**config.mk**
```make
export PLATFORM = sky130hd
export DESIGN_NAME = scd_frac
export DESIGN_NICKNAME = d
export VERILOG_FILES = /design/src/sv/scd_pkg.sv /design/src/sv/scd_frac.sv
export SDC_FILE = /design/constraint.sdc
export NUM_CORES = 1
export LEC_CHECK = 0
export ABC_CLOCK_PERIOD_IN_PS = 6100
export BUFFER_PORTS_ARGS = -buffer_cell sky130_fd_sc_hd__buf_4
export CORE_MARGIN = 3
export CORE_UTILIZATION = 50
export CTS_CLUSTER_DIAMETER = 200
export DETAILED_ROUTE_END_ITERATION = 8
export GPL_TIMING_DRIVEN = 0
export MAX_ROUTING_LAYER = met4
export PLACE_DENSITY = 0.73
export SLEW_MARGIN = 20
export SYNTH_ARGS = -nofsm -noshare
export SYNTH_HDL_FRONTEND = slang
export SYNTH_SLANG_ARGS = --single-unit
```
**constraint.sdc**
```tcl
create_clock -name aclk -period 6.1 [get_ports aclk]
set_input_delay 0.305 -clock aclk [delete_from_list [all_inputs] [get_ports aclk]]
set_output_delay 0.305 -clock aclk [all_outputs]
set_load 0.02 [all_outputs]
```
**src/sv/scd_pkg.sv**
```systemverilog
`default_nettype none

package scd_pkg;

    localparam int SAMPLE_W       = 32;
    localparam int RANK_W         = 7;
    localparam int FRAC_W         = 17;
    localparam int MAX_POINTS_DEF = 64;
    localparam int M_DATA_W       = SAMPLE_W + RANK_W + FRAC_W;  // 56, whole bytes
    localparam int DIV_IDX_W      = $clog2(FRAC_W);
    localparam int DIV_MSB        = FRAC_W - 1;

    typedef logic signed [SAMPLE_W-1:0] sample_t;

    typedef enum logic [1:0] {
        ST_IDLE,
        ST_DIVIDE,
        ST_EMIT
    } state_t;

    // Broadcast control for the cell row
    typedef struct packed {
        logic    ins;
        logic    shift;
        sample_t sample;
    } cell_ctrl_t;

    // What one cell shows its neighbours
    typedef struct packed {
        logic    valid;
        logic    take;
        sample_t value;
    } cell_link_t;

    typedef struct packed {
        logic start;
        logic step;
    } frac_ctrl_t;

endpackage

`default_nettype wire

```
**src/sv/scd_frac.sv**
```systemverilog
`default_nettype none

// 2^16 / n by restoring division, then rank/n stepped by quotient and remainder.
module scd_frac (
    input  wire                           aclk,
    input  wire                           aresetn,
    input  scd_pkg::frac_ctrl_t           ctrl,
    input  wire [scd_pkg::RANK_W-1:0]     n,
    output logic                          busy,
    output logic [scd_pkg::FRAC_W-1:0]    frac
);

    localparam int RW = scd_pkg::RANK_W;
    localparam int FW = scd_pkg::FRAC_W;
    localparam int IW = scd_pkg::DIV_IDX_W;

    logic [RW-1:0] n_reg, n_next;
    logic [IW-1:0] idx_reg, idx_next;
    logic          run_reg, run_next;
    logic          prime_reg, prime_next;
    logic [FW-1:0] quo_reg, quo_next;
    logic [RW-1:0] rdiv_reg, rdiv_next;
    logic [FW-1:0] acc_q_reg, acc_q_next;
    logic [RW-1:0] acc_r_reg, acc_r_next;

    logic [RW:0]   trial;
    logic          trial_ge;
    logic [FW-1:0] base_q;
    logic [RW-1:0] base_r;
    logic [RW:0]   rsum;
    logic          wrap;

    assign busy = run_reg || prime_reg;
    assign frac = acc_q_reg;

    // dividend is a single one at the top bit
    assign trial    = {rdiv_reg, (idx_reg == IW'(scd_pkg::DIV_MSB))};
    assign trial_ge = trial >= {1'b0, n_reg};

    assign base_q = prime_reg ? '0 : acc_q_reg;
    assign base_r = prime_reg ? (n_reg >> 1) : acc_r_reg;
    assign rsum   = {1'b0, base_r} + {1'b0, rdiv_reg};
    assign wrap   = rsum >= {1'b0, n_reg};

    always_comb begin
        n_next     = n_reg;
        idx_next   = idx_reg;
        run_next   = run_reg;
        prime_next = 1'b0;
        quo_next   = quo_reg;
        rdiv_next  = rdiv_reg;
        acc_q_next = acc_q_reg;
        acc_r_next = acc_r_reg;
        if (ctrl.start) begin
            n_next    = n;
            idx_next  = IW'(scd_pkg::DIV_MSB);
            run_next  = 1'b1;
            quo_next  = '0;
            rdiv_next = '0;
        end else if (run_reg) begin
            rdiv_next = trial_ge ? RW'(trial - {1'b0, n_reg}) : RW'(trial);
            quo_next  = {quo_reg[FW-2:0], trial_ge};
            idx_next  = idx_reg - IW'(1);
            if (idx_reg == '0) begin
                run_next   = 1'b0;
                prime_next = 1'b1;
            end
        end
        if (prime_reg || ctrl.step) begin
            acc_q_next = base_q + quo_reg + FW'(wrap);
            acc_r_next = wrap ? RW'(rsum - {1'b0, n_reg}) : RW'(rsum);
        end
    end

    always_ff @(posedge aclk) begin
        if (!aresetn) begin
            run_reg   <= 1'b0;
            prime_reg <= 1'b0;
        end else begin
            run_reg   <= run_next;
            prime_reg <= prime_next;
        end
        n_reg     <= n_next;
        idx_reg   <= idx_next;
        quo_reg   <= quo_next;
        rdiv_reg  <= rdiv_next;
        acc_q_reg <= acc_q_next;
        acc_r_reg <= acc_r_next;
    end

endmodule

`default_nettype wire

```
Word level (Yosys, flattened, before mapping)
Cells that the tools add are included.
{"block": "totals", "ff_bits": 62, "in_bits": 11, "elab_cells": 31}
{"block": "op_classes", "addsub": 6, "magnitude_cmp": 2, "n_eq_ne": 1, "n_mux": 8, "bitwise_logic": 2, "reduce_logical": 4}
{"operator": "$mux W7", "count": 3}
{"operator": "$add A17 B1 Y17", "count": 1}
{"operator": "$add A17 B17 Y17", "count": 1}
{"operator": "$mux W17", "count": 1}
{"operator": "$ge A8 B7 Y1", "count": 2}
{"operator": "$sub A7 B7 Y7", "count": 2}
{"operator": "$add A7 B7 Y8", "count": 1}
{"operator": "$eq A5 B5 Y1 const B", "count": 1}
{"operator": "$logic_not A5 Y1", "count": 1}
{"operator": "$sub A5 B1 Y5 const B", "count": 1}
{"operator": "$mux W1", "count": 4}
{"operator": "$reduce_or A3 Y1", "count": 1}
{"operator": "$logic_or A1 B1 Y1", "count": 2}
{"operator": "$not A1 Y1", "count": 2}

Longest topological paths before layout
Gate-level depths: netlist of the first run.
{"block": "depth", "ltp_word": 4, "depth_mapped": 22, "depth_no_buf": 21}

Worst setup path after synthesis of the first run
Ideal clock, no wire load.
{"block": "synth_path", "path_kind": "register to register", "from": "register prime_reg", "to": "register acc_q_reg[16] (netlist: frac[16]) (data pin)", "arrival_time_ps": 4893, "required_ps": 5835, "path_slack_ps": 941, "stages_incl_launch_ff": 23, "n_path_buf": 1, "period_less_slack_ps": 5159, "cell_sequence": "dfxtp_1 clkbuf_1 mux2_2 ha_1 fa_1 a211oi_1 o21bai_1 a21oi_1 xnor2_1 ha_1 nand4_1 o21ai_0 nor2_1 o21ai_2 inv_1 fa_1 fa_1 nor2b_1 o21ai_1 a21oi_1 o21ai_0 and4b_1 or3_1"}
{"block": "synth_between", "elab_chain_cells": 4, "elab_cells_between_ends": 6, "classes_between": "add/sub: 3; order compare: 1; mux: 2"}
{"element": "from (decl)", "line_no": "scd_frac.sv:20", "text": "logic prime_reg, prime_next;"}
{"element": "from (signal assigned)", "line_no": "scd_frac.sv:81", "text": "prime_reg <= prime_next;"}
{"element": "$mux W7", "line_no": "scd_frac.sv:41", "text": "assign base_r = prime_reg ? (n_reg >> 1) : acc_r_reg;"}
{"element": "$add A7 B7 Y8", "line_no": "scd_frac.sv:42", "text": "assign rsum = {1'b0, base_r} + {1'b0, rdiv_reg};"}
{"element": "$ge A8 B7 Y1", "line_no": "scd_frac.sv:43", "text": "assign wrap = rsum >= {1'b0, n_reg};"}
{"element": "$add A17 B1 Y17 *", "line_no": "scd_frac.sv:70", "text": "acc_q_next = base_q + quo_reg + FW'(wrap);"}
{"element": "to (signal assigned)", "line_no": "scd_frac.sv:87", "text": "acc_q_reg <= acc_q_next;"}
{"element": "to (decl)", "line_no": "scd_frac.sv:23", "text": "logic [FW-1:0] acc_q_reg, acc_q_next;"}
Every way passes the cells marked *; elsewhere a longest branch is shown, timed or not.
A chain may end at the register's enable or synchronous reset.

Final worst setup path of the first run
Same ends and word-level chain as after synthesis.

==> results.cfg, run 1 <==
[placement]
dp.cells = 555
dpl.hpwl_um = 6704
numPortBuffers = 28
gp_congestion = 0.9122
dp_slack_ps = 166.3

[synthesis]
syn_inst = 425
synth_area_per_cell_um2 = 9.703
yosys-top-cells-area = edfxtp_1 23%, dfxtp_1 15%, ha_1 11%
synth_most_common_cell = nor2_1
synth-async-reset-ratio_pct = 0
synth_top_area_share_pct = 22.57
synth_common_cells = 46 x nor2_1, 37 x ha_1, 31 x dfxtp_1, 31 x edfxtp_1, 25 x inv_1
synth_ff_type = edfxtp_1
synth_nets = 478
ys_ff_latch = 62
ys_seq_area_share_pct = 37.62
synth_area_mm2 = 0.004124
synth.largest_area_cell = edfxtp_1
synth_edf_count = 31
synth_warnings = 0
synth_cell_type_count = 54

[final_layout]
drive_gt1_share_pct = 14.53
diodes = 0
nets = 516
nFillCells = 711
fin_util_pct = 59.58
regArea_mm2 = 0.001553
syn2layout_area_growth_pct = 13.38
multi_input_area_mm2 = 0.002429
final_cells = 570

[worst_setup_path]
crit_path_top_delay_cell = dfxtp_2
path_buf_inv = 1
crit_top_cell = fa_1
cp_top_family = adder cells
endpoint_kind = flop
arrival_ps = 5720
critPathMaxFanout = 8
critPathKind = flop to flop
crit_chain = mux2_2 > ha_1 > fa_1 > a211oi_1 > o21bai_1 > a21oi_1 > xnor2_1 > ha_1 > nand4_1 > o21ai_1 > nor2_1 > o21ai_2 > inv_1 > fa_1 > fa_1 > nor2b_1 > o21ai_1 > a21oi_1 > o21ai_0 > and4b_1 > or3_1
max_stage_delay_ps = 450
worstPathRequired_ps = 6190
startpoint_type = flop

[routing]
wl_met3_um = 380
via_count = 3181
final_antenna_net_count = 0
drt-initial-drc-count = 171
wl_um = 8771
met2_length_um = 4051
wl_met1_um = 4193
vias_per_cell = 5.581
post-route-drc-count = 0
drt_first_pass_iters = 4
top_layer_used = met4
wl_per_cell_um = 15.39

[global_route]
gr-total-overflow = 0
grt_max_degree = 25
antenna_found_initial = 0
grt_pass1_wl_um = 14850
track_usage_pct = 19.85
grt_pass1_vias = 3234

[sta]
period_share_pct = 92.17
rsz0062_at_grt = false
final.setup.tns_ps = 0
clock-skew-final_ps = 8.882
fin_crit_ps = 5622
tightest_slew_ps = 636.5
setup_viol = 0
fmax_mhz = 177.9
max_slew_margin_pct = 57.57
fin_hold_ws_ps = 133.5
slew_viol_final = 0
hold_viol_final = 0
setup_slack_ps = 477.5

[floorplan]
io_pins = 29
die_y_um = 96.82
start_util_pct = 52.55
fp.dieW_um = 96.82
fp-row-count = 32
fp.dieArea_mm2 = 0.009374
core_area_mm2 = 0.007848

[cts]
clk_pin_slew_ps = 70
cts_buffers = 9
cts_buffer_depth = 2
cts_tree = done
clockRootBuffer = clkbuf_8
hold_buffers = 0
cts_max_level = 3
postCtsSetupBuffers = 0
cts_sinks = 62
clk_latency_ps = 350

[status]
status = finished, final reports clean

[power]
leakage_nw = 1.996
max-vdd-ir-drop_v = 0.0002980
power_density_mw_per_mm2 = 396.0

[min_path]
hp-class = input pin to flop

[run]
maxCapViolCount = 0
## logic make-up (layout without fill, tap and decap cells)
kind of cell	count (synthesis)	count (layout)	share of synthesized area [%]
AO/OA/AOI/OAI	96	96	15.59
XOR/XNOR	24	24	5.097
adder cells (fa/ha/maj)	42	42	13.65
buffers and inverters	36	79	3.489
flip-flops	62	62	37.62
multiplexers	33	33	8.343
AND/OR/NAND/NOR	132	132	16.20
## path summary, 6_finish.rpt
kind,startpoint,end,slack (ps),cells past startpoint
worst min-delay path,n[1],n_reg[1]$_DFFE_PP_,130,1
worst max register to register,prime_reg$_SDFF_PP0_,frac[16]$_DFFE_PP_,480,21
worst max-delay path,prime_reg$_SDFF_PP0_,frac[16]$_DFFE_PP_,480,21
worst min register to register,idx_reg[1]$_SDFFE_PP0P_,idx_reg[1]$_SDFFE_PP0P_,510,2
## placed cells by master (no fill, tap or decap), types with 10 or more instances in the layout
| master | Yosys | routed |
|---|---|---|
| a211oi_1 | 13 | 13 |
| a21oi_1 | 22 | 22 |
| buf_4 | 0 | 28 |
| clkbuf_8 | 0 | 10 |
| dfxtp_1 | 31 | 30 |
| edfxtp_1 | 31 | 31 |
| ha_1 | 37 | 37 |
| inv_1 | 25 | 25 |
| mux2_2 | 11 | 11 |
| mux2i_1 | 22 | 22 |
| nand2_1 | 24 | 24 |
| nor2_1 | 46 | 46 |
| nor2b_1 | 22 | 22 |
| o21ai_0 | 15 | 14 |
| xnor2_1 | 13 | 13 |
| xor2_1 | 11 | 11 |
## metal layers
layer | vias to the layer above | GRT usage, %
met5 | - | -
met4 | 0 | 7.019
met3 | 14 | 4.470
met2 | 62 | 31.05
met1 | 1493 | 25.35
li1 | 1612 | -
## power breakdown
| group | internal (mW) | switching (mW) |
|---|---|---|
| logic | 0.413 | 0.467 |
| registers | 0.544 | 0.0326 |
| clock network | 0.223 | 0.171 |
| total | 1.18 | 0.671 |
## cell type report
type,count,area share [%]
Clock buffer,11,3.479
Buffer,10,0.9901
Inverter,25,2.007
Clock inverter,5,1.151
Sequential cell,62,33.21
Timing Repair Buffer,28,4.496
Multi-Input combinational cell,327,51.94
Tap cell,102,2.729
## timing repair
action	CTS	global route
endpoints found under the setup margin	0	4
resized for setup	0	2
hold endpoints to repair	0	0
## through the flow
| step | instance area, um2 | total power, mW |
|---|---|---|
| finish | 4676 | 1.852 |
| global placement | 4462 | 1.435 |
| global route | 4676 | 1.991 |
| CTS | 4678 | 1.864 |
| floorplan | 4124 | 1.266 |
| detailed placement | 4462 | 1.461 |
Power figures use the tool's default switching activity.
==> inputs of run 2 (changes only) <==
CELL_PAD_IN_SITES_DETAIL_PLACEMENT = 1   (was not set)
CELL_PAD_IN_SITES_GLOBAL_PLACEMENT = 1   (was not set)
CORE_UTILIZATION = 48   (was 50)
CTS_BUF_LIST = sky130_fd_sc_hd__clkbuf_16   (was not set)
PLACE_DENSITY = 0.86   (was 0.73)
==> run 2 against run 1 <==
  * Clock power grew 47%
  * Flip-flop and latch count stayed put
  * Setup slack worse by 88 ps
  * Worst hold slack better by 15 ps
  * Power increased by 13%
  * Critical path depth unchanged
  * Global-route usage up 5.5 points
  * Count of clock-buffer cells in the layout increased by 2
  * Fmax fell by 1.5%
==> results.cfg, run 2 (same netlist as run 1, synthesis figures left out) <==
[status]
status = finished, final reports clean

[routing]
via_count = 3373
drt-initial-drc-count = 107
wl_per_cell_um = 19.72
drt_first_pass_iters = 4
vias_per_cell = 5.887
post-route-drc-count = 0
final_antenna_net_count = 0
wl_um = 11300

[worst_setup_path]
crit-reg2reg-launch = prime_reg$_SDFF_PP0_
startpoint_type = flop
endpoint_kind = flop
critPathKind = flop to flop
r2r_setup_slack_ps = 390
ff2ff_path_depth = 21
arrival_ps = 5780
r2r_end = frac[16]$_DFFE_PP_
worstPathRequired_ps = 6170
critPathMaxFanout = 8

[global_route]
track_usage_pct = 25.32
grt_pass1_wl_um = 18890
grt_max_degree = 25
grt_pass1_vias = 3789
gr-total-overflow = 0
antenna_found_initial = 0

[sta]
clock-skew-final_ps = 6.622
slew_viol_final = 0
fin_crit_ps = 5710
fmax_mhz = 175.1
tightest_slew_ps = 679.3
period_share_pct = 93.61
rsz0062_at_grt = false
setup_viol = 0
max_slew_margin_pct = 54.71
hold_viol_final = 0
final.setup.tns_ps = 0

[floorplan]
core_area_mm2 = 0.008299
fp.dieArea_mm2 = 0.009740
io_pins = 29
fp-row-count = 33
fp.dieW_um = 98.69
start_util_pct = 49.69
die_y_um = 98.69

[cts]
cts_buffers = 9
cts_buffer_depth = 2
clockRootBuffer = clkbuf_16
clk_pin_slew_ps = 60
hold_buffers = 0
cts_max_level = 3
postCtsSetupBuffers = 0
cts_tree = done
clk_latency_ps = 330
cts_sinks = 62

[min_path]
worstHoldStart = n[1]
hp-class = input pin to flop
hold_end = n_reg[1]$_DFFE_PP_
hold_depth = 1

[final_layout]
regArea_mm2 = 0.001553
final_common_cell = nor2_1
fin_area_mm2 = 0.004820
drive_gt1_share_pct = 14.96
mostFrequentLayoutCells = 46 x nor2_1, 37 x ha_1, 31 x edfxtp_1, 30 x dfxtp_1, 28 x buf_4
multi_input_area_mm2 = 0.002436
syn2layout_area_growth_pct = 16.87
diodes = 0
nFillCells = 918
nets = 516

[placement]
placed_area_mm2 = 0.004466
dpl.hpwl_um = 7775
gp_congestion = 0.8263
numPortBuffers = 28

[power]
max-vdd-ir-drop_v = 0.0002326
power_density_mw_per_mm2 = 433.3
leakage_nw = 2.060
finalPower_mw = 2.088

[run]
maxCapViolCount = 0
-- run 2: power by group --
| group | switching (mW) | internal, mW | leakage [nW] |
|---|---|---|---|
| logic | 0.512 | 0.418 | 1.33 |
| clock network | 0.203 | 0.377 | 0.173 |
| registers | 0.0342 | 0.545 | 0.554 |
| total | 0.749 | 1.34 | 2.06 |
-- run 2: stage by stage --
stage                     instances  setup slack [ps]  hold slack (ps)  util [%]
after floorplan                 425             941.4            403.9         -
after global placement          558             153.1            480.1     53.81
after detailed placement        558             11.52            485.7     53.81
after CTS                       573             76.06            143.0     57.97
after global routing            573             32.57            139.0     58.07
final                           573             390.0            148.4     58.07
-- run 2: worst max-delay path by stage --
stage	end	slack, ps	startpoint
after floorplan	frac[16]$_DFFE_PP_	940	prime_reg$_SDFF_PP0_
after global placement	frac[16]$_DFFE_PP_	150	prime_reg$_SDFF_PP0_
after detailed placement	frac[16]$_DFFE_PP_	10	prime_reg$_SDFF_PP0_
after CTS	frac[16]$_DFFE_PP_	80	prime_reg$_SDFF_PP0_
after global routing	frac[16]$_DFFE_PP_	30	prime_reg$_SDFF_PP0_
final	frac[16]$_DFFE_PP_	390	prime_reg$_SDFF_PP0_
-- run 2: repair_timing --
| item | 4_1_cts | 5_1_grt |
|---|---|---|
| hold endpoints to repair | 0 | 0 |
| gates resized for setup | 1 | 3 |
| setup endpoints to repair | 1 | 2 |
-- run 2: metal layers --
| layer | wire length (um) | up-vias | track usage, % |
|---|---|---|---|
| met1 | 5010 | 1644 | 29.68 |
| met5 | 0 | - | - |
| li1 | - | 1615 | - |
| met2 | 5574 | 80 | 41.60 |
| met3 | 295 | 34 | 4.600 |
| met4 | 419 | 0 | 12.92 |
-- run 2: layout make-up --
type,instances,share of cell area [%]
multi-input cells,327,50.55
repair buffers,28,4.361
plain buffers,10,0.9605
flip-flops and latches,62,32.22
clock inverters,3,0.4933
inverters,25,1.947
clock buffers,13,6.750
well taps,105,2.726
-- run 2: worst max-delay path: stages (launching register included) --
cell and delay [ps]:
dfxtp_2 450, mux2_2 370, ha_1 240, fa_1 460, a211oi_1 310, o21bai_1 130
a21oi_1 180, xnor2_1 110, ha_1 340, nand4_1 120, o21ai_2 220, nor2_1 100
o21ai_2 170, inv_1 140, fa_1 430, fa_1 420, nor2b_1 130, o21ai_1 100
a21oi_2 230, o21ai_0 210, and4b_1 250, or3_1 320
==> inputs of run 3 (changes only) <==
PLACE_DENSITY = not set   (was 0.86)
PLACE_DENSITY_LB_ADDON = 0.1   (was not set)
==> run 3 against run 2 <==
  * Critical path depth is the same
  * Final cell count is the same
  * Clock skew grew 4.2 ps
  * Highest routed layer unchanged
  * Setup slack gained 2.9 ps
  * Flip-flop and latch count is the same
  * Wire length shrank 6.7%
  * Utilization shrank 0.51 points
  * Fmax is essentially flat
  * Combinational power grew 0.4%
==> results.cfg, run 3 (same netlist as run 1, synthesis figures left out) <==
[floorplan]
die_y_um = 98.69
start_util_pct = 49.69
fp-row-count = 33
fp.dieArea_mm2 = 0.009740
fp.dieW_um = 98.69
io_pins = 29
core_area_mm2 = 0.008299

[global_route]
grt_max_degree = 25
grt_pass1_vias = 3612
grt_pass1_wl_um = 17630
track_usage_pct = 23.53
gr-total-overflow = 0
antenna_found_initial = 0

[sta]
slew_viol_final = 0
max_slew_margin_pct = 54.13
period_share_pct = 93.56
setup_viol = 0
clock-skew-final_ps = 10.78
rsz0062_at_grt = false
hold_viol_final = 0
tightest_slew_ps = 688.1
fmax_mhz = 175.2
final.setup.tns_ps = 0
fin_crit_ps = 5707
fin_hold_ws_ps = 156.9

[worst_setup_path]
max_stage_delay_ps = 460
path_buf_inv = 1
startpoint_type = flop
crit_chain = mux2_2 > ha_1 > fa_1 > a211oi_1 > o21bai_1 > a21oi_1 > xnor2_1 > ha_1 > nand4_1 > o21ai_2 > nor2_1 > o21ai_2 > inv_1 > fa_1 > fa_1 > nor2b_1 > o21ai_1 > a21oi_1 > o21ai_0 > and4b_1 > or3_1
worstPathRequired_ps = 6170
crit-reg2reg-launch = prime_reg$_SDFF_PP0_
cp_top_family = adder cells
cp-startpoint = prime_reg$_SDFF_PP0_
critPathKind = flop to flop
crit_path_top_delay_cell = dfxtp_2
arrival_ps = 5780
crit_top_cell = fa_1
endpoint_kind = flop
critPathMaxFanout = 8

[routing]
wl_per_cell_um = 18.40
post-route-drc-count = 0
via_count = 3315
drt-initial-drc-count = 92
wl_um = 10540
vias_per_cell = 5.785
drt_first_pass_iters = 4
final_antenna_net_count = 0

[power]
seq_power_share_pct = 28.4
swShare_pct = 36.43
internal_power_mw = 1.301
finalPower_mw = 2.047
switchingPower_mw = 0.7456
power_density_mw_per_mm2 = 428.4
pwr-share-clk_pct = 26.0
p_comb_share_pct = 45.6
max-vdd-ir-drop_v = 0.0002122
leakage_nw = 2.041

[final_layout]
multi_input_area_mm2 = 0.002432
diodes = 0
final_common_cell = nor2_1
nFillCells = 965
regArea_mm2 = 0.001553
fin_util_pct = 57.56
nets = 516
mostFrequentLayoutCells = 46 x nor2_1, 37 x ha_1, 31 x edfxtp_1, 30 x dfxtp_1, 28 x buf_4
drive_gt1_share_pct = 14.53
final_cells = 573
syn2layout_area_growth_pct = 15.84

[cts]
cts_sinks = 62
hold_buffers = 0
cts_tree = done
postCtsSetupBuffers = 0
cts_max_level = 3
cts_buffers = 9
cts_resized = 0
clk_latency_ps = 330
cts_buffer_depth = 2
clk_pin_slew_ps = 60
clockRootBuffer = clkbuf_16

[status]
status = finished, final reports clean

[placement]
dp.cells = 558
gp_congestion = 0.8424
dpl.hpwl_um = 7745
numPortBuffers = 28

[min_path]
hp-class = input pin to flop
worstHoldStart = n[6]

[run]
maxCapViolCount = 0
-- run 3: final cells by class --
type                       instances  area share, %
clock buffer                      10          5.238
buffer                            10         0.9691
tap                              105          2.750
inverter                          25          1.964
multi-input combinational        327          50.92
sequential                        62          32.50
timing repair buffer              28          4.400
clock inverter                     6          1.257
-- run 3: worst register-to-register path, cell delays in order (launching register included) --
cell and delay (ps):
dfxtp_2 460, mux2_2 370, ha_1 220, fa_1 440
a211oi_1 260, o21bai_1 130, a21oi_1 190, xnor2_1 110
ha_1 350, nand4_1 140, o21ai_2 230, nor2_1 100
o21ai_2 190, inv_1 140, fa_1 440, fa_1 430
nor2b_1 150, o21ai_1 90, a21oi_1 260, o21ai_0 220
and4b_1 240, or3_1 300
-- run 3: path summary, 6_finish.rpt --
kind	slack, ps	depth (start not counted)	end
max	390	21	frac[16]$_DFFE_PP_
min	160	1	n_reg[6]$_DFFE_PP_
max reg2reg	390	21	frac[16]$_DFFE_PP_
min reg2reg	510	1	prime_reg$_SDFF_PP0_
-- run 3: power by group through the flow --
stage	combinational, mW	sequential [mW]	clock, mW
2_1_floorplan	0.659	0.607	0
3_3_place_gp	0.860	0.584	0
3_5_place_dp	0.905	0.589	0
4_1_cts	0.931	0.582	0.541
5_1_grt	1.04	0.589	0.555
6_report	0.934	0.581	0.532
-- run 3: metal layers --
metal | up-vias | global-route usage [%] | share of wire (%)
li1 | 1612 | - | -
met1 | 1634 | 26.79 | 43
met2 | 54 | 41.91 | 53
met3 | 15 | 4.600 | 2.9
met4 | 0 | 6.828 | 1.4
met5 | - | - | 0
-- run 3: per-stage QoR --
| step | area, um2 | setup slack [ps] |
|---|---|---|
| floorplan | 4124 | 941.4 |
| CTS | 4772 | 70.57 |
| global route | 4777 | 32.67 |
| finish | 4777 | 392.8 |
| global placement | 4466 | 63.47 |
| detailed placement | 4466 | -1.374 |
