### src/sv/scd_pkg.sv
`default_nettype none

package scd_pkg;

    localparam int SAMPLE_W       = 32;
    localparam int RANK_W         = 7;
    localparam int FRAC_W         = 17;
    localparam int MAX_POINTS_DEF = 64;
    localparam int M_DATA_W       = SAMPLE_W + RANK_W + FRAC_W;  // 56, whole bytes
    localparam int DIV_IDX_W      = $clog2(FRAC_W);
    localparam int DIV_MSB        = FRAC_W - 1;

    typedef logic signed [SAMPLE_W-1:0] sample_t;

    typedef enum logic [1:0] {
        ST_IDLE,
        ST_DIVIDE,
        ST_EMIT
    } state_t;

    // Broadcast control for the cell row
    typedef struct packed {
        logic    ins;
        logic    shift;
        sample_t sample;
    } cell_ctrl_t;

    // What one cell shows its neighbours
    typedef struct packed {
        logic    valid;
        logic    take;
        sample_t value;
    } cell_link_t;

    typedef struct packed {
        logic start;
        logic step;
    } frac_ctrl_t;

endpackage

`default_nettype wire

### src/sv/scd_cell.sv
`default_nettype none

module scd_cell (
    input  wire                  aclk,
    input  wire                  aresetn,
    input  scd_pkg::cell_ctrl_t  ctrl,
    input  scd_pkg::cell_link_t  prev,
    input  scd_pkg::cell_link_t  next,
    output scd_pkg::cell_link_t  own
);

    logic             valid_reg, valid_next;
    scd_pkg::sample_t value_reg, value_next;
    logic             take;

    // new sample belongs here or earlier
    assign take = !valid_reg || ($signed(ctrl.sample) < $signed(value_reg));

    assign own.valid = valid_reg;
    assign own.take  = take;
    assign own.value = value_reg;

    always_comb begin
        valid_next = valid_reg;
        value_next = value_reg;
        priority if (ctrl.ins && take) begin
            if (prev.take) begin
                valid_next = prev.valid;
                value_next = prev.value;
            end else begin
                valid_next = 1'b1;
                value_next = ctrl.sample;
            end
        end else if (ctrl.shift) begin
            valid_next = next.valid;
            value_next = next.value;
        end
    end

    always_ff @(posedge aclk) begin
        if (!aresetn) begin
            valid_reg <= 1'b0;
        end else begin
            valid_reg <= valid_next;
        end
        value_reg <= value_next;
    end

endmodule

`default_nettype wire

### config.mk
export PLATFORM = sky130hd
export DESIGN_NAME = scd_cell
export DESIGN_NICKNAME = d
export VERILOG_FILES = /design/src/sv/scd_pkg.sv /design/src/sv/scd_cell.sv
export SDC_FILE = /design/constraint.sdc
export NUM_CORES = 1
export LEC_CHECK = 0
export BUFFER_PORTS_ARGS = -buffer_cell sky130_fd_sc_hd__buf_2
export CORE_MARGIN = 10
export CORE_UTILIZATION = 39
export DETAILED_ROUTE_END_ITERATION = 10
export PLACE_DENSITY = 0.8
export SKIP_CTS_REPAIR_TIMING = 1
export SLEW_MARGIN = 10
export SYNTH_ARGS = -nofsm -noshare
export SYNTH_HDL_FRONTEND = slang
export SYNTH_SLANG_ARGS = --single-unit
### constraint.sdc
create_clock -name aclk -period 8.1 [get_ports aclk]
set_input_delay 1.62 -clock aclk [delete_from_list [all_inputs] [get_ports aclk]]
set_output_delay 1.62 -clock aclk [all_outputs]
set_load 0.02 [all_outputs]
== After elaboration in Yosys (flattened, before gate mapping) ==
Index checks and enable logic that the tools add are counted.

* Flip-flop bits (word level): 33
* Input bits: 104
* Output and inout bits: 34
* Logic and storage cells: 13

* $lt $le $gt $ge: 1
* Mux-type cells: 6
* Reductions and logical operators: 4

{| class="wikitable"
|+ Operators with widths
! kind !! number
|-
| 32-bit 2-to-1 mux || 3
|-
| 32-bit less-than comparator || 1
|-
| 1-bit 2-to-1 mux || 3
|-
| 2-bit nonzero test || 1
|-
| 1-bit logical AND || 1
|-
| 1-bit logical NOT || 1
|-
| 1-bit logical OR || 1
|}

== Longest topological paths before layout ==
Gate-level depths: netlist (run 1).

* Word-level depth: 4
* Mapped depth: 9

== Least setup slack after synthesis (run 1) ==
No wires, ideal clock.

* Path kind: input to output
* Start: input port ctrl[14] (netlist name)
* End: output port own[32] (netlist name)
* Arrival time: 2.937 ns
* Required time: 6.480 ns
* Slack: 3.543 ns
* Stages: 7
* Path buffers: 1
* Cells stage by stage: ha_1 -> nand4_1 -> nor4_1 -> a32oi_1 -> a21oi_2 -> o211ai_1 -> buf_4

* Cells in the longest elaborated chain, start to end: 2

{| class="wikitable"
|+ Ends and longest elaborated chain
! element !! RTL line !! RTL
|-
| start, declared || scd_cell.sv:6 || <nowiki>input scd_pkg::cell_ctrl_t ctrl,</nowiki>
|-
| 32-bit less-than comparator || scd_cell.sv:17 || <nowiki>assign take = !valid_reg || ($signed(ctrl.sample) < $signed(value_reg));</nowiki>
|-
| 1-bit logical OR || scd_cell.sv:17 ||
|-
| end, declared || scd_cell.sv:9 || <nowiki>output scd_pkg::cell_link_t own</nowiki>
|}

Every way passes these cells.

==> key figures, run 1 <==
Run status
  • Run status: finished clean

STA
  • Final setup violating endpoints: 0
  • Setup repair after global routing missed its margin: false
  • Slew @ Worst Pin: 0.827 ns
  • Max Fclk: 203 MHz
  • Final min period: approximately 4.9 ns
  • Min Hold Slack: approximately 0.75 ns
  • Final critical-path share of the clock period: 60.7%
  • Clock Skew: ~0.012 ns
  • Final total negative setup slack: 0 ns
  • Pins Over Slew Limit: 0
  • Final hold violations: 0
  • Normalized max-slew margin: ~45%

Setup path
  • Critical R2R Capture: value_reg[18]
  • Crit path capture type: primary output
  • Timing startpoint of the critical path: ctrl[31]
  • Critical path launch point type: input port
  • Critical path class: in -> out
  • Setup slack, reg-to-reg: 4.52 ns
  • Logic depth of the worst register-to-register path: 9
  • Crit path arrival time: about 3.3 ns
  • Worst path required time: 6.48 ns
  • Worst reg2reg startpoint: value_reg[31]
  • Critical path peak fanout: 6
  • Worst setup endpoint: own[32]

Clock tree
  • Skew-Pair Late Insertion Delay: between 0.2 and 0.3 ns
  • TritonCTS sink count: 33
  • Number of H-tree levels: 2
  • TritonCTS clock tree: built
  • CTS Root Cell: sky130_fd_sc_hd__clkbuf_8
  • Clock transition at the registers of the reported paths: 0.08 ns
  • CTS Buffer Depth: 2
  • TritonCTS buffer count: 5

Pwr
  • Switch share: 36.8%
  • Cell Int Power: 0.000484 W
  • Leakage Power: between 1.5 and 2 nW
  • Power density over the cells: 211 nW/um^2
  • Peak supply drop: 0.0840 mV
  • Power share of the sequential group: a little over a third
  • Share of power burned in the clock network: 17.2%
  • Net Sw Power: 0.000282 W
  • Gate power share: 48.2%

Routing
  • Detail-routed via count per cell: 4.82
  • Count of TritonRoute iterations in the first routing pass: 4
  • Detailed Route WL: 7.56 mm
  • ANT nets after route: 0
  • Average wire per cell in the routed design: between 15 and 20 um
  • Iteration-0 DRC count of the detailed router: 40
  • Routed vias: 2,238
  • DRC Markers: 0

Global routing
  • First-pass GRT wire length: 12.1 mm
  • Total routing resource utilization after global routing: 13.2%
  • GR Util met3: under 10%
  • Largest net degree at the start of global routing: 35
  • Grt ovf: 0
  • Vias in the first global route: 2,486
  • Global routing usage on met1: around 15%
  • M2 GR Usage: 23.8%
  • Number of antenna violations at the first check in global routing: 0
  • Busiest layer in global routing: met2

Synthesis
  • Share of the yosys chip area belonging to registers: 34.7%
  • YS warnings: 0
  • Net Count, Synth: 367
  • Netlist Area Pre-Place: 2830 um^2
  • Syn_area_per_cell: 12.2 um^2
  • Flops & latches, synth: 33
  • Cells after synthesis: between 200 and 250
  • Count of different cell masters after synthesis: 35

Placement
  • Placed wire-length estimate: about 6.3 mm
  • Weighted congestion reported at the end of routability-driven placement: 0.750
  • Count of port buffers added during placement: 136
  • Placed insts: 456

Die
  • FP Rows: 30
  • Horizontal die dimension: 105 um
  • Die footprint: 11,100 um^2
  • Chip height: 105 um
  • Boundary pin count: 138
  • Starting utilization of the core area: around 41%
  • Core outline area: 6910 um^2

Cells and area
  • Fillcell total: between 600 and 700
  • Ratio of cells with drive above 1 in the final layout: 59.0%
  • Largest register FFs: 32
  • Area taken by flip-flops and latches: slightly below 1000 um^2
  • # diodes: 0
  • Post-synthesis to final-layout area growth: 28.0%
  • Nets@finish: 502
  • Number of standard cells in the final layout excluding fillers: 464
  • Area used by multi-input combinational logic: about 1600 um^2

Run
  • Total of max-cap violations: 0

Min path
  • HP Class: reg -> reg
## power by group through the flow
stage	Clock [W]	Sequential, W	Combinational, W
global placement	0	0.000267	0.000364
CTS	0.000136	0.000266	0.000376
global route	0.000142	0.000272	0.000408
detailed placement	0	0.000270	0.000374
floorplan	0	0.000322	0.000227
finish	0.000131	0.000265	0.000369
## metal layers
metal	part of all wire [%]	routed length, um
met1	44	3310
met2	50	3750
met3	5.9	444
met4	0.75	57
met5	0	0
## worst min path at each step
stage,start,endpoint,slack [ns],cells past startpoint
finish,valid_reg,valid_reg,0.75,2
global route,valid_reg,valid_reg,0.80,2
CTS,valid_reg,valid_reg,0.74,2
detailed placement,valid_reg,valid_reg,0.73,2
global placement,valid_reg,valid_reg,0.71,2
floorplan,valid_reg,valid_reg,0.68,2
## cells by family after synthesis
family / after synthesis / synth area share (%)
AOI/OAI and AO/OA: 30 / 8.01
adders and majority gates: 31 / 13.7
buffers and inverters: 44 / 8.45
DFF: 33 / 34.7
muxes: 65 / 29.5
and+or+nand+nor: 29 / 5.62
## metrics by stage
step	total power [W]	instance area [um^2]	setup slack, ns	utilization (%)
after detailed placement	0.000644	3530	3.14	51.1
after CTS	0.000778	3620	3.14	52.4
final	0.000765	3620	3.18	52.4
after global routing	0.000822	3620	3.03	52.4
after floorplan	0.000549	2830	3.54	-
after global placement	0.000631	3530	3.16	51.1
## area by class of cell
type	instances	area share, %
Multi-Input combinational cell	155	44.5
Sequential cell	33	27.1
Timing Repair Buffer	137	19.0
Inverter	35	3.63
Tap cell	96	3.32
Clock buffer	8	2.49
## cells in the mapped netlist
cell / number / area, um^2
sky130_fd_sc_hd__a2111o_1: 1 / 11.3
sky130_fd_sc_hd__a211o_2: 1 / 10.0
sky130_fd_sc_hd__a21o_1: 1 / 7.51
sky130_fd_sc_hd__a21oi_1: 12 / 60.1
sky130_fd_sc_hd__a21oi_2: 1 / 8.76
sky130_fd_sc_hd__a221oi_1: 1 / 8.76
sky130_fd_sc_hd__a221oi_2: 2 / 30.0
sky130_fd_sc_hd__a22oi_1: 1 / 7.51
sky130_fd_sc_hd__a32oi_1: 1 / 8.76
sky130_fd_sc_hd__buf_12: 3 / 60.1
sky130_fd_sc_hd__buf_4: 2 / 15.0
sky130_fd_sc_hd__clkbuf_1: 1 / 3.75
sky130_fd_sc_hd__dfxtp_1: 1 / 20.0
sky130_fd_sc_hd__dlygate4sd1_1: 1 / 8.76
sky130_fd_sc_hd__dlygate4sd3_1: 2 / 20.0
sky130_fd_sc_hd__edfxtp_1: 32 / 961
sky130_fd_sc_hd__ha_1: 31 / 388
sky130_fd_sc_hd__inv_1: 35 / 131
sky130_fd_sc_hd__mux2_2: 36 / 405
sky130_fd_sc_hd__mux2_4: 28 / 420
sky130_fd_sc_hd__mux2i_1: 1 / 10.0
sky130_fd_sc_hd__nand2_1: 11 / 41.3
sky130_fd_sc_hd__nand2b_4: 1 / 13.8
sky130_fd_sc_hd__nand3_1: 3 / 15.0
sky130_fd_sc_hd__nand4_1: 5 / 31.3
sky130_fd_sc_hd__nor2_1: 3 / 11.3
sky130_fd_sc_hd__nor2b_1: 1 / 6.26
sky130_fd_sc_hd__nor4_1: 1 / 6.26
sky130_fd_sc_hd__nor4_2: 1 / 12.5
sky130_fd_sc_hd__o211a_1: 1 / 10.0
sky130_fd_sc_hd__o211ai_1: 1 / 7.51
sky130_fd_sc_hd__o21ai_0: 6 / 30.0
sky130_fd_sc_hd__o221ai_4: 1 / 26.3
sky130_fd_sc_hd__or2_2: 2 / 12.5
sky130_fd_sc_hd__or2b_2: 1 / 8.76
## worst max-delay path: stages
cell	delay, ns
sky130_fd_sc_hd__buf_2	0.11
sky130_fd_sc_hd__ha_1	0.39
sky130_fd_sc_hd__nand4_1	0.19
sky130_fd_sc_hd__nor4_2	0.32
sky130_fd_sc_hd__nand2_1	0.13
sky130_fd_sc_hd__a21oi_2	0.24
sky130_fd_sc_hd__o211ai_1	0.11
sky130_fd_sc_hd__buf_2	0.18
## layout by cell type (no fill, tap or decap), types with 2 or more instances in the layout
cell type / Yosys / routed
sky130_fd_sc_hd__buf_2: 0 / 136
sky130_fd_sc_hd__mux2_2: 36 / 36
sky130_fd_sc_hd__inv_1: 35 / 35
sky130_fd_sc_hd__edfxtp_1: 32 / 32
sky130_fd_sc_hd__ha_1: 31 / 31
sky130_fd_sc_hd__mux2_4: 28 / 28
sky130_fd_sc_hd__a21oi_1: 12 / 12
sky130_fd_sc_hd__nand2_1: 11 / 11
sky130_fd_sc_hd__o21ai_0: 6 / 6
sky130_fd_sc_hd__clkbuf_8: 0 / 6
sky130_fd_sc_hd__nand4_1: 5 / 5
sky130_fd_sc_hd__nand3_1: 3 / 3
sky130_fd_sc_hd__nor2_1: 3 / 3
sky130_fd_sc_hd__a221oi_2: 2 / 2
sky130_fd_sc_hd__or2_2: 2 / 2
sky130_fd_sc_hd__clkbuf_1: 1 / 2
Power figures use the tool's default switching activity.
==> run 2: changes to the inputs <==
--- a/config.mk
+++ b/config.mk
@@ -5,11 +5,12 @@
 export SDC_FILE = /design/constraint.sdc
 export NUM_CORES = 1
 export LEC_CHECK = 0
+export ABC_AREA = 1
 export BUFFER_PORTS_ARGS = -buffer_cell sky130_fd_sc_hd__buf_2
 export CORE_MARGIN = 10
 export CORE_UTILIZATION = 39
 export DETAILED_ROUTE_END_ITERATION = 10
-export PLACE_DENSITY = 0.8
+export PLACE_DENSITY = 0.82
 export SKIP_CTS_REPAIR_TIMING = 1
 export SLEW_MARGIN = 10
 export SYNTH_ARGS = -nofsm -noshare
==> constraint.sdc (replaced) <==
create_clock -name aclk -period 4.25 [get_ports aclk]
set_input_delay 0.85 -clock aclk [delete_from_list [all_inputs] [get_ports aclk]]
set_output_delay 0.85 -clock aclk [all_outputs]
set_load 0.02 [all_outputs]
==> key figures, run 2 <==
Run status
  • Run status: finished clean (unchanged)

Setup path
  • Critical path peak fanout: 3 (was 6)
  • Crit path arrival time: 2.26 ns (was 3.30 ns)
  • Worst path required time: 3.40 ns (was 6.48 ns)
  • Logic depth of the worst register-to-register path: 13 (was 9)
  • Critical path class: in -> out (unchanged)
  • Setup slack, reg-to-reg: 1.57 ns (was 4.52 ns)
  • Crit path capture type: primary output (unchanged)
  • Critical path launch point type: input port (unchanged)
  • Critical R2R Capture: value_reg[13] (was value_reg[18])
  • Worst reg2reg startpoint: value_reg[31] (unchanged)

Run
  • Total of max-cap violations: 0 (unchanged)

Synthesis
  • Flops & latches, synth: 33 (unchanged)
  • Net Count, Synth: 456 (was 367)
  • Proportion of netlist area held by the largest area contributor: 32.8% (was 34.0%)
  • Synth cell count leaders: sky130_fd_sc_hd__nand2_1 (65), sky130_fd_sc_hd__inv_1 (44), sky130_fd_sc_hd__edfxtp_1 (32) (was sky130_fd_sc_hd__mux2_2 (36), sky130_fd_sc_hd__inv_1 (35), sky130_fd_sc_hd__edfxtp_1 (32))
  • Share of the yosys chip area belonging to registers: 33.5% (was 34.7%)
  • Number of synthesized flops with an enable pin: 32 (unchanged)
  • Netlist Area Pre-Place: 2930 um^2 (was 2830 um^2)
  • Count of different cell masters after synthesis: 27 (was 35)
  • YS warnings: 0 (unchanged)
  • Top post-synthesis cells by area: sky130_fd_sc_hd__edfxtp_1 (33%), sky130_fd_sc_hd__ha_1 (13%), sky130_fd_sc_hd__o211ai_2 (13%) (was sky130_fd_sc_hd__edfxtp_1 (34%), sky130_fd_sc_hd__mux2_4 (15%), sky130_fd_sc_hd__mux2_2 (14%))
  • Share of synthesized flip-flops with an asynchronous set or reset: 0% (unchanged)
  • Syn_area_per_cell: 9.11 um^2 (was 12.2 um^2)
  • Dominant cell type by area after synthesis: sky130_fd_sc_hd__edfxtp_1 (unchanged)
  • Cells after synthesis: 321 (was 232)
  • Most common cell in the synthesized netlist: sky130_fd_sc_hd__nand2_1 (was sky130_fd_sc_hd__mux2_2)
  • Most used flip-flop cell after synthesis: sky130_fd_sc_hd__edfxtp_1 (unchanged)

STA
  • Min Hold Slack: 0.514 ns (was 0.751 ns)
  • Final hold violations: 0 (unchanged)
  • Final total negative setup slack: 0 ns (unchanged)
  • Normalized max-slew margin: 34.9% (was 44.8%)
  • Clock Skew: 0.00577 ns (was 0.0115 ns)
  • Pins Over Slew Limit: 0 (unchanged)
  • Setup repair after global routing missed its margin: false (unchanged)
  • Slew @ Worst Pin: 0.976 ns (was 0.827 ns)
  • Final setup violating endpoints: 0 (unchanged)
  • Final critical-path share of the clock period: 73.2%
  • Final min period: roughly 3.1 ns
  • Max Fclk: 321 MHz

Clock tree
  • Clock transition at the registers of the reported paths: 0.06 ns (was 0.08 ns)
  • CTS Root Cell: sky130_fd_sc_hd__clkbuf_8 (unchanged)
  • TritonCTS buffer count: 5 (unchanged)
  • CTS Buffer Depth: 2 (unchanged)
  • TritonCTS clock tree: built (unchanged)
  • TritonCTS sink count: 33 (unchanged)
  • Skew-Pair Late Insertion Delay: 0.28 ns (about the same)
  • Number of H-tree levels: 2 (unchanged)

Routing
  • Routed vias: 2,632 (was 2,238)
  • Count of TritonRoute iterations in the first routing pass: 4 (unchanged)
  • Detail-routed via count per cell: 4.79 (was 4.82)
  • ANT nets after route: 0 (unchanged)
  • DRC Markers: 0 (unchanged)
  • Detailed Route WL: 8.25 mm (was 7.56 mm)
  • Iteration-0 DRC count of the detailed router: 54 (was 40)
  • Average wire per cell in the routed design: 15.0 um (was 16.3 um)

Global routing
  • First-pass GRT wire length: 13.4 mm (was 12.1 mm)
  • Busiest layer in global routing: met2 (unchanged)
  • Largest net degree at the start of global routing: 37 (was 35)
  • GR Util met3: 4.31% (was 3.87%)
  • M2 GR Usage: 26.3% (was 23.8%)
  • Global routing usage on met1: 15.3% (was 15.0%)
  • Grt ovf: 0 (unchanged)
  • Total routing resource utilization after global routing: 14.1% (was 13.2%)
  • Vias in the first global route: 2,917 (was 2,486)
  • Number of antenna violations at the first check in global routing: 0 (unchanged)

Cells and area
  • Ratio of cells with drive above 1 in the final layout: 53.2% (was 59.0%)
  • Nets@finish: 586 (was 502)
  • # diodes: 0 (unchanged)
  • Post-synthesis to final-layout area growth: 25.9% (was 28.0%)
  • Most frequent standard cell in the layout excluding fill and tap cells: sky130_fd_sc_hd__buf_2 (unchanged)
  • Most frequent cells in the layout: sky130_fd_sc_hd__buf_2 (136), sky130_fd_sc_hd__nand2_1 (65), sky130_fd_sc_hd__inv_1 (44), sky130_fd_sc_hd__edfxtp_1 (32) (was sky130_fd_sc_hd__buf_2 (136), sky130_fd_sc_hd__mux2_2 (36), sky130_fd_sc_hd__inv_1 (35), sky130_fd_sc_hd__edfxtp_1 (32), sky130_fd_sc_hd__ha_1 (31))
  • Largest register FFs: 32 (unchanged)

Min path
  • HP Class: reg -> reg (unchanged)
  • Hold wc startpoint: valid_reg (unchanged)
  • Endpoint with the worst hold slack: valid_reg (unchanged)
  • Number of instances on the worst hold path: 2 (unchanged)

Die
  • FP Rows: 31 (was 30)
  • Horizontal die dimension: 107 um (was 105 um)
  • Core outline area: 7290 um^2 (was 6910 um^2)
  • Starting utilization of the core area: 40.1% (was 41.0%)
  • Die footprint: 11,400 um^2 (was 11,100 um^2)
  • Boundary pin count: 138 (unchanged)
  • Chip height: 107 um (was 105 um)

Pwr
  • Peak supply drop: 0.154 mV (was 0.0840 mV)
  • Leakage Power: 1.94 nW (was 1.85 nW)
  • Power density over the cells: 303 nW/um^2 (was 211 nW/um^2)

Placement
  • Placed wire-length estimate: 6.64 mm (was 6.25 mm)
  • Count of port buffers added during placement: 136 (unchanged)
  • Weighted congestion reported at the end of routability-driven placement: 0.773 (was 0.750)
[run 2: changes by cell type after synthesis, sizes merged, moves of 3 or more]
cell	before	now
a221oi	3	0
a21oi	13	17
or2	2	31
buf	5	10
nand2	11	96
clkbuf	1	4
mux2	64	0
inv	35	45
o211ai	1	33
nor2	3	6
[run 2: cells by family after synthesis]
logic type / after synthesis / share of synthesized area [%]
flops: 33 / 33.5
compound gates: 55 / 17.7
simple gates: 143 / 24.9
fa+ha+maj: 31 / 13.3
buf+inv: 59 / 10.5
[run 2: routing by layer]
metal / vias to the layer above / routed length, um
li1: 1329 / -
met4: 0 / 60
met1: 1218 / 3360
met5: - / 0
met3: 6 / 528
met2: 79 / 4310
[run 2: how the worst max path moves through the flow]
stage,startpoint,end,slack (ns),cells after the start
final,ctrl[5],own[32],1.14,13
after detailed placement,ctrl[31],value_reg[19],0.91,13
after CTS,ctrl[31],own[32],1.10,10
after global placement,ctrl[31],value_reg[14],0.94,13
after global routing,ctrl[31],own[32],0.98,11
after floorplan,ctrl[5],value_reg[0],1.07,13
[run 2: final cells by class]
cell class / instances / area (um^2)
Fill cell: 737 / 3610
Multi-Input combinational cell: 229 / 1640
Sequential cell: 33 / 981
Timing Repair Buffer: 137 / 688
Inverter: 45 / 176
Tap cell: 99 / 124
Clock buffer: 6 / 72.6
Clock inverter: 1 / 3.75
[run 2: critical path: stages]
cell and delay (ns):
sky130_fd_sc_hd__buf_2 0.11, sky130_fd_sc_hd__ha_1 0.30, sky130_fd_sc_hd__a21oi_1 0.15, sky130_fd_sc_hd__nor2_1 0.06, sky130_fd_sc_hd__nor3_2 0.10, sky130_fd_sc_hd__nand2_1 0.07
sky130_fd_sc_hd__nand2_1 0.05, sky130_fd_sc_hd__nand2_1 0.05, sky130_fd_sc_hd__nand2_1 0.08, sky130_fd_sc_hd__nand2_1 0.05, sky130_fd_sc_hd__nand2_1 0.07, sky130_fd_sc_hd__nand3_2 0.11
sky130_fd_sc_hd__buf_2 0.18
[run 2: report_power, final]
| group | leakage [nW] | total (W) | switching (W) | internal [W] |
|---|---|---|---|---|
| clock | 0.0387 | 0.000220 | 0.000110 | 0.000110 |
| sequential | 0.336 | 0.000441 | 0.0000220 | 0.000419 |
| combinational | 1.56 | 0.000454 | 0.000278 | 0.000176 |
| total | 1.94 | 0.00112 | 0.000410 | 0.000706 |
[run 2: metrics by stage]
step                      cells  utilization [%]  area, um^2  worst slack, ns  total power (W)
after floorplan             321                -        2930             1.07         0.000771
after global placement      543             49.5        3610            0.941         0.000892
after detailed placement    543             49.5        3610            0.910         0.000911
after CTS                   550             50.5        3680             1.10          0.00114
after global routing        550             50.5        3680            0.981          0.00120
final                       550             50.5        3680             1.14          0.00112
==> run 3: changes to the inputs <==
--- a/config.mk
+++ b/config.mk
@@ -10,7 +10,7 @@
 export CORE_MARGIN = 10
 export CORE_UTILIZATION = 39
 export DETAILED_ROUTE_END_ITERATION = 10
-export PLACE_DENSITY = 0.82
+export PLACE_DENSITY = 0.79
 export SKIP_CTS_REPAIR_TIMING = 1
 export SLEW_MARGIN = 10
 export SYNTH_ARGS = -nofsm -noshare
==> constraint.sdc (replaced) <==
create_clock -name aclk -period 3.1 [get_ports aclk]
set_input_delay 0.62 -clock aclk [delete_from_list [all_inputs] [get_ports aclk]]
set_output_delay 0.62 -clock aclk [all_outputs]
set_load 0.02 [all_outputs]
==> key figures, run 3 (same netlist as run 2, synthesis figures left out) <==
Setup path
  • Critical path launch point type: input port (unchanged)
  • Worst path required time: 2.48 ns (was 3.40 ns)
  • CP max-delay cell: sky130_fd_sc_hd__ha_1 (unchanged)
  • Largest stage delay on the critical path: 0.32 ns (was 0.30 ns)
  • Setup slack, reg-to-reg: 0.64 ns (was 1.57 ns)
  • Critical path peak fanout: 3 (unchanged)
  • Crit path capture type: primary output (unchanged)
  • Most numerous cell on the critical path: sky130_fd_sc_hd__nand2_1 (unchanged)
  • Critical path class: in -> out (unchanged)
  • Worst setup endpoint: own[32] (unchanged)
  • Worst reg2reg startpoint: value_reg[11] (was value_reg[31])
  • Cell Chain, Critical Path: buf_2, ha_1, a21oi_1, o21ai_0, a21oi_1, nand2_1, nand2_1, nand2_1, nand2_1, nand3_2, buf_2 (was buf_2, ha_1, a21oi_1, nor2_1, nor3_2, nand2_1, nand2_1, nand2_1, nand2_1, nand2_1, nand2_1, nand3_2, buf_2)
  • Timing startpoint of the critical path: ctrl[11] (was ctrl[5])
  • Crit path arrival time: 2.06 ns (was 2.26 ns)
  • Critical R2R Capture: value_reg[15] (was value_reg[13])
  • Logic depth of the worst register-to-register path: 12 (was 13)

STA
  • Setup repair after global routing missed its margin: false (unchanged)
  • Pins Over Slew Limit: 0 (unchanged)
  • Max Fclk: 373 MHz
  • Normalized max-slew margin: 37.6% (was 34.9%)
  • Final setup violating endpoints: 0 (unchanged)
  • Min Hold Slack: 0.515 ns (was 0.514 ns)
  • Final hold violations: 0 (unchanged)
  • Final total negative setup slack: 0 ns (unchanged)
  • Clock Skew: 0.00604 ns (was 0.00577 ns)
  • Final critical-path share of the clock period: slightly below 90%
  • Slew @ Worst Pin: 0.935 ns (was 0.976 ns)
  • Final min period: 2.68 ns

Die
  • Chip height: 107 um (unchanged)
  • Starting utilization of the core area: 40.1% (unchanged)
  • Die footprint: 11,400 um^2 (unchanged)
  • FP Rows: 31 (unchanged)
  • Horizontal die dimension: 107 um (unchanged)
  • Boundary pin count: 138 (unchanged)
  • Core outline area: 7290 um^2 (unchanged)

Cells and area
  • Nets@finish: 589 (was 586)
  • Ratio of cells with drive above 1 in the final layout: 53.5% (was 53.2%)
  • # diodes: 0 (unchanged)
  • Area taken by flip-flops and latches: 981 um^2 (unchanged)
  • Most frequent standard cell in the layout excluding fill and tap cells: sky130_fd_sc_hd__buf_2 (unchanged)
  • Largest register FFs: 32 (unchanged)
  • Post-synthesis to final-layout area growth: 26.6% (was 25.9%)
  • Area used by multi-input combinational logic: 1640 um^2 (unchanged)
  • Most frequent cells in the layout: sky130_fd_sc_hd__buf_2 (136), sky130_fd_sc_hd__nand2_1 (65), sky130_fd_sc_hd__inv_1 (44), sky130_fd_sc_hd__edfxtp_1 (32) (unchanged)
  • Fillcell total: 715 (was 737)
  • Number of standard cells in the final layout excluding fillers: 553 (was 550)

Routing
  • ANT nets after route: 0 (unchanged)
  • Iteration-0 DRC count of the detailed router: 84 (was 54)
  • Routed vias: 2,649 (was 2,632)
  • Detailed Route WL: 8.56 mm (was 8.25 mm)
  • Detail-routed via count per cell: 4.79 (about the same)
  • Average wire per cell in the routed design: 15.5 um (was 15.0 um)
  • Count of TritonRoute iterations in the first routing pass: 4 (unchanged)
  • DRC Markers: 0 (unchanged)

Placement
  • Placed insts: 546 (was 543)
  • Placed wire-length estimate: 6.81 mm (was 6.64 mm)
  • Count of port buffers added during placement: 136 (unchanged)
  • Weighted congestion reported at the end of routability-driven placement: 0.773 (about the same)

Clock tree
  • TritonCTS sink count: 33 (unchanged)
  • TritonCTS buffer count: 5 (unchanged)
  • CTS Root Cell: sky130_fd_sc_hd__clkbuf_8 (unchanged)
  • CTS Buffer Depth: 2 (unchanged)
  • TritonCTS clock tree: built (unchanged)
  • Number of H-tree levels: 2 (unchanged)
  • Clock transition at the registers of the reported paths: 0.07 ns (was 0.06 ns)
  • Skew-Pair Late Insertion Delay: 0.28 ns (about the same)

Run status
  • Run status: finished clean (unchanged)

Global routing
  • First-pass GRT wire length: 13.6 mm (was 13.4 mm)
  • Total routing resource utilization after global routing: 14.6% (was 14.1%)
  • Number of antenna violations at the first check in global routing: 0 (unchanged)
  • Grt ovf: 0 (unchanged)
  • Vias in the first global route: 2,953 (was 2,917)
  • Largest net degree at the start of global routing: 35 (was 37)

Pwr
  • Peak supply drop: 0.231 mV (was 0.154 mV)
  • Power density over the cells: 417 nW/um^2 (was 303 nW/um^2)
  • Leakage Power: 1.95 nW (was 1.94 nW)

Min path
  • HP Class: reg -> reg (unchanged)

Run
  • Total of max-cap violations: 0 (unchanged)
[run 3: how the worst min path moves through the flow]
stage	start	slack [ns]	to	cells after the start
detailed placement	valid_reg	0.51	valid_reg	2
floorplan	valid_reg	0.48	valid_reg	2
finish	valid_reg	0.51	valid_reg	2
global route	valid_reg	0.55	valid_reg	2
CTS	valid_reg	0.52	valid_reg	2
global placement	valid_reg	0.50	valid_reg	2
[run 3: power by group]
group          switching (W)  internal, W  leakage, nW  total [W]
combinational       0.000388     0.000246         1.58   0.000633
clock               0.000156     0.000152       0.0387   0.000308
sequential         0.0000296     0.000574        0.336   0.000604
[run 3: final cells by class]
| class | count | area share, % |
|---|---|---|
| Tap cell | 99 | 3.34 |
| Sequential cell | 33 | 26.5 |
| Inverter | 45 | 4.76 |
| Timing Repair Buffer | 140 | 19.2 |
| Clock inverter | 1 | 0.101 |
| Multi-Input combinational cell | 229 | 44.2 |
| Clock buffer | 6 | 1.96 |
[run 3: worst max-delay path, delay by kind of cell]
kind                       cells  cell delay, ns
AOI/OAI and AO/OA              3            0.40
and+or+nand+nor                5            0.41
adders and majority gates      1            0.32
buffers and inverters          2            0.31
[run 3: routing by layer]
layer | vias to the layer above | GRT usage, % | wire [um]
li1 | 1339 | - | -
met1 | 1207 | 15.9 | 3470
met2 | 91 | 26.3 | 4320
met3 | 12 | 4.67 | 620
met4 | 0 | 4.26 | 142
met5 | - | 0 | 0
[run 3: metrics by stage]
stage	utilization (%)	setup WS, ns	instance area [um^2]	total power [W]
after floorplan	-	0.152	2930	0.00106
final	50.8	0.421	3700	0.00154
after CTS	50.8	0.401	3700	0.00157
after detailed placement	49.8	0.237	3630	0.00125
after global routing	50.8	0.250	3700	0.00166
after global placement	49.8	0.304	3630	0.00123
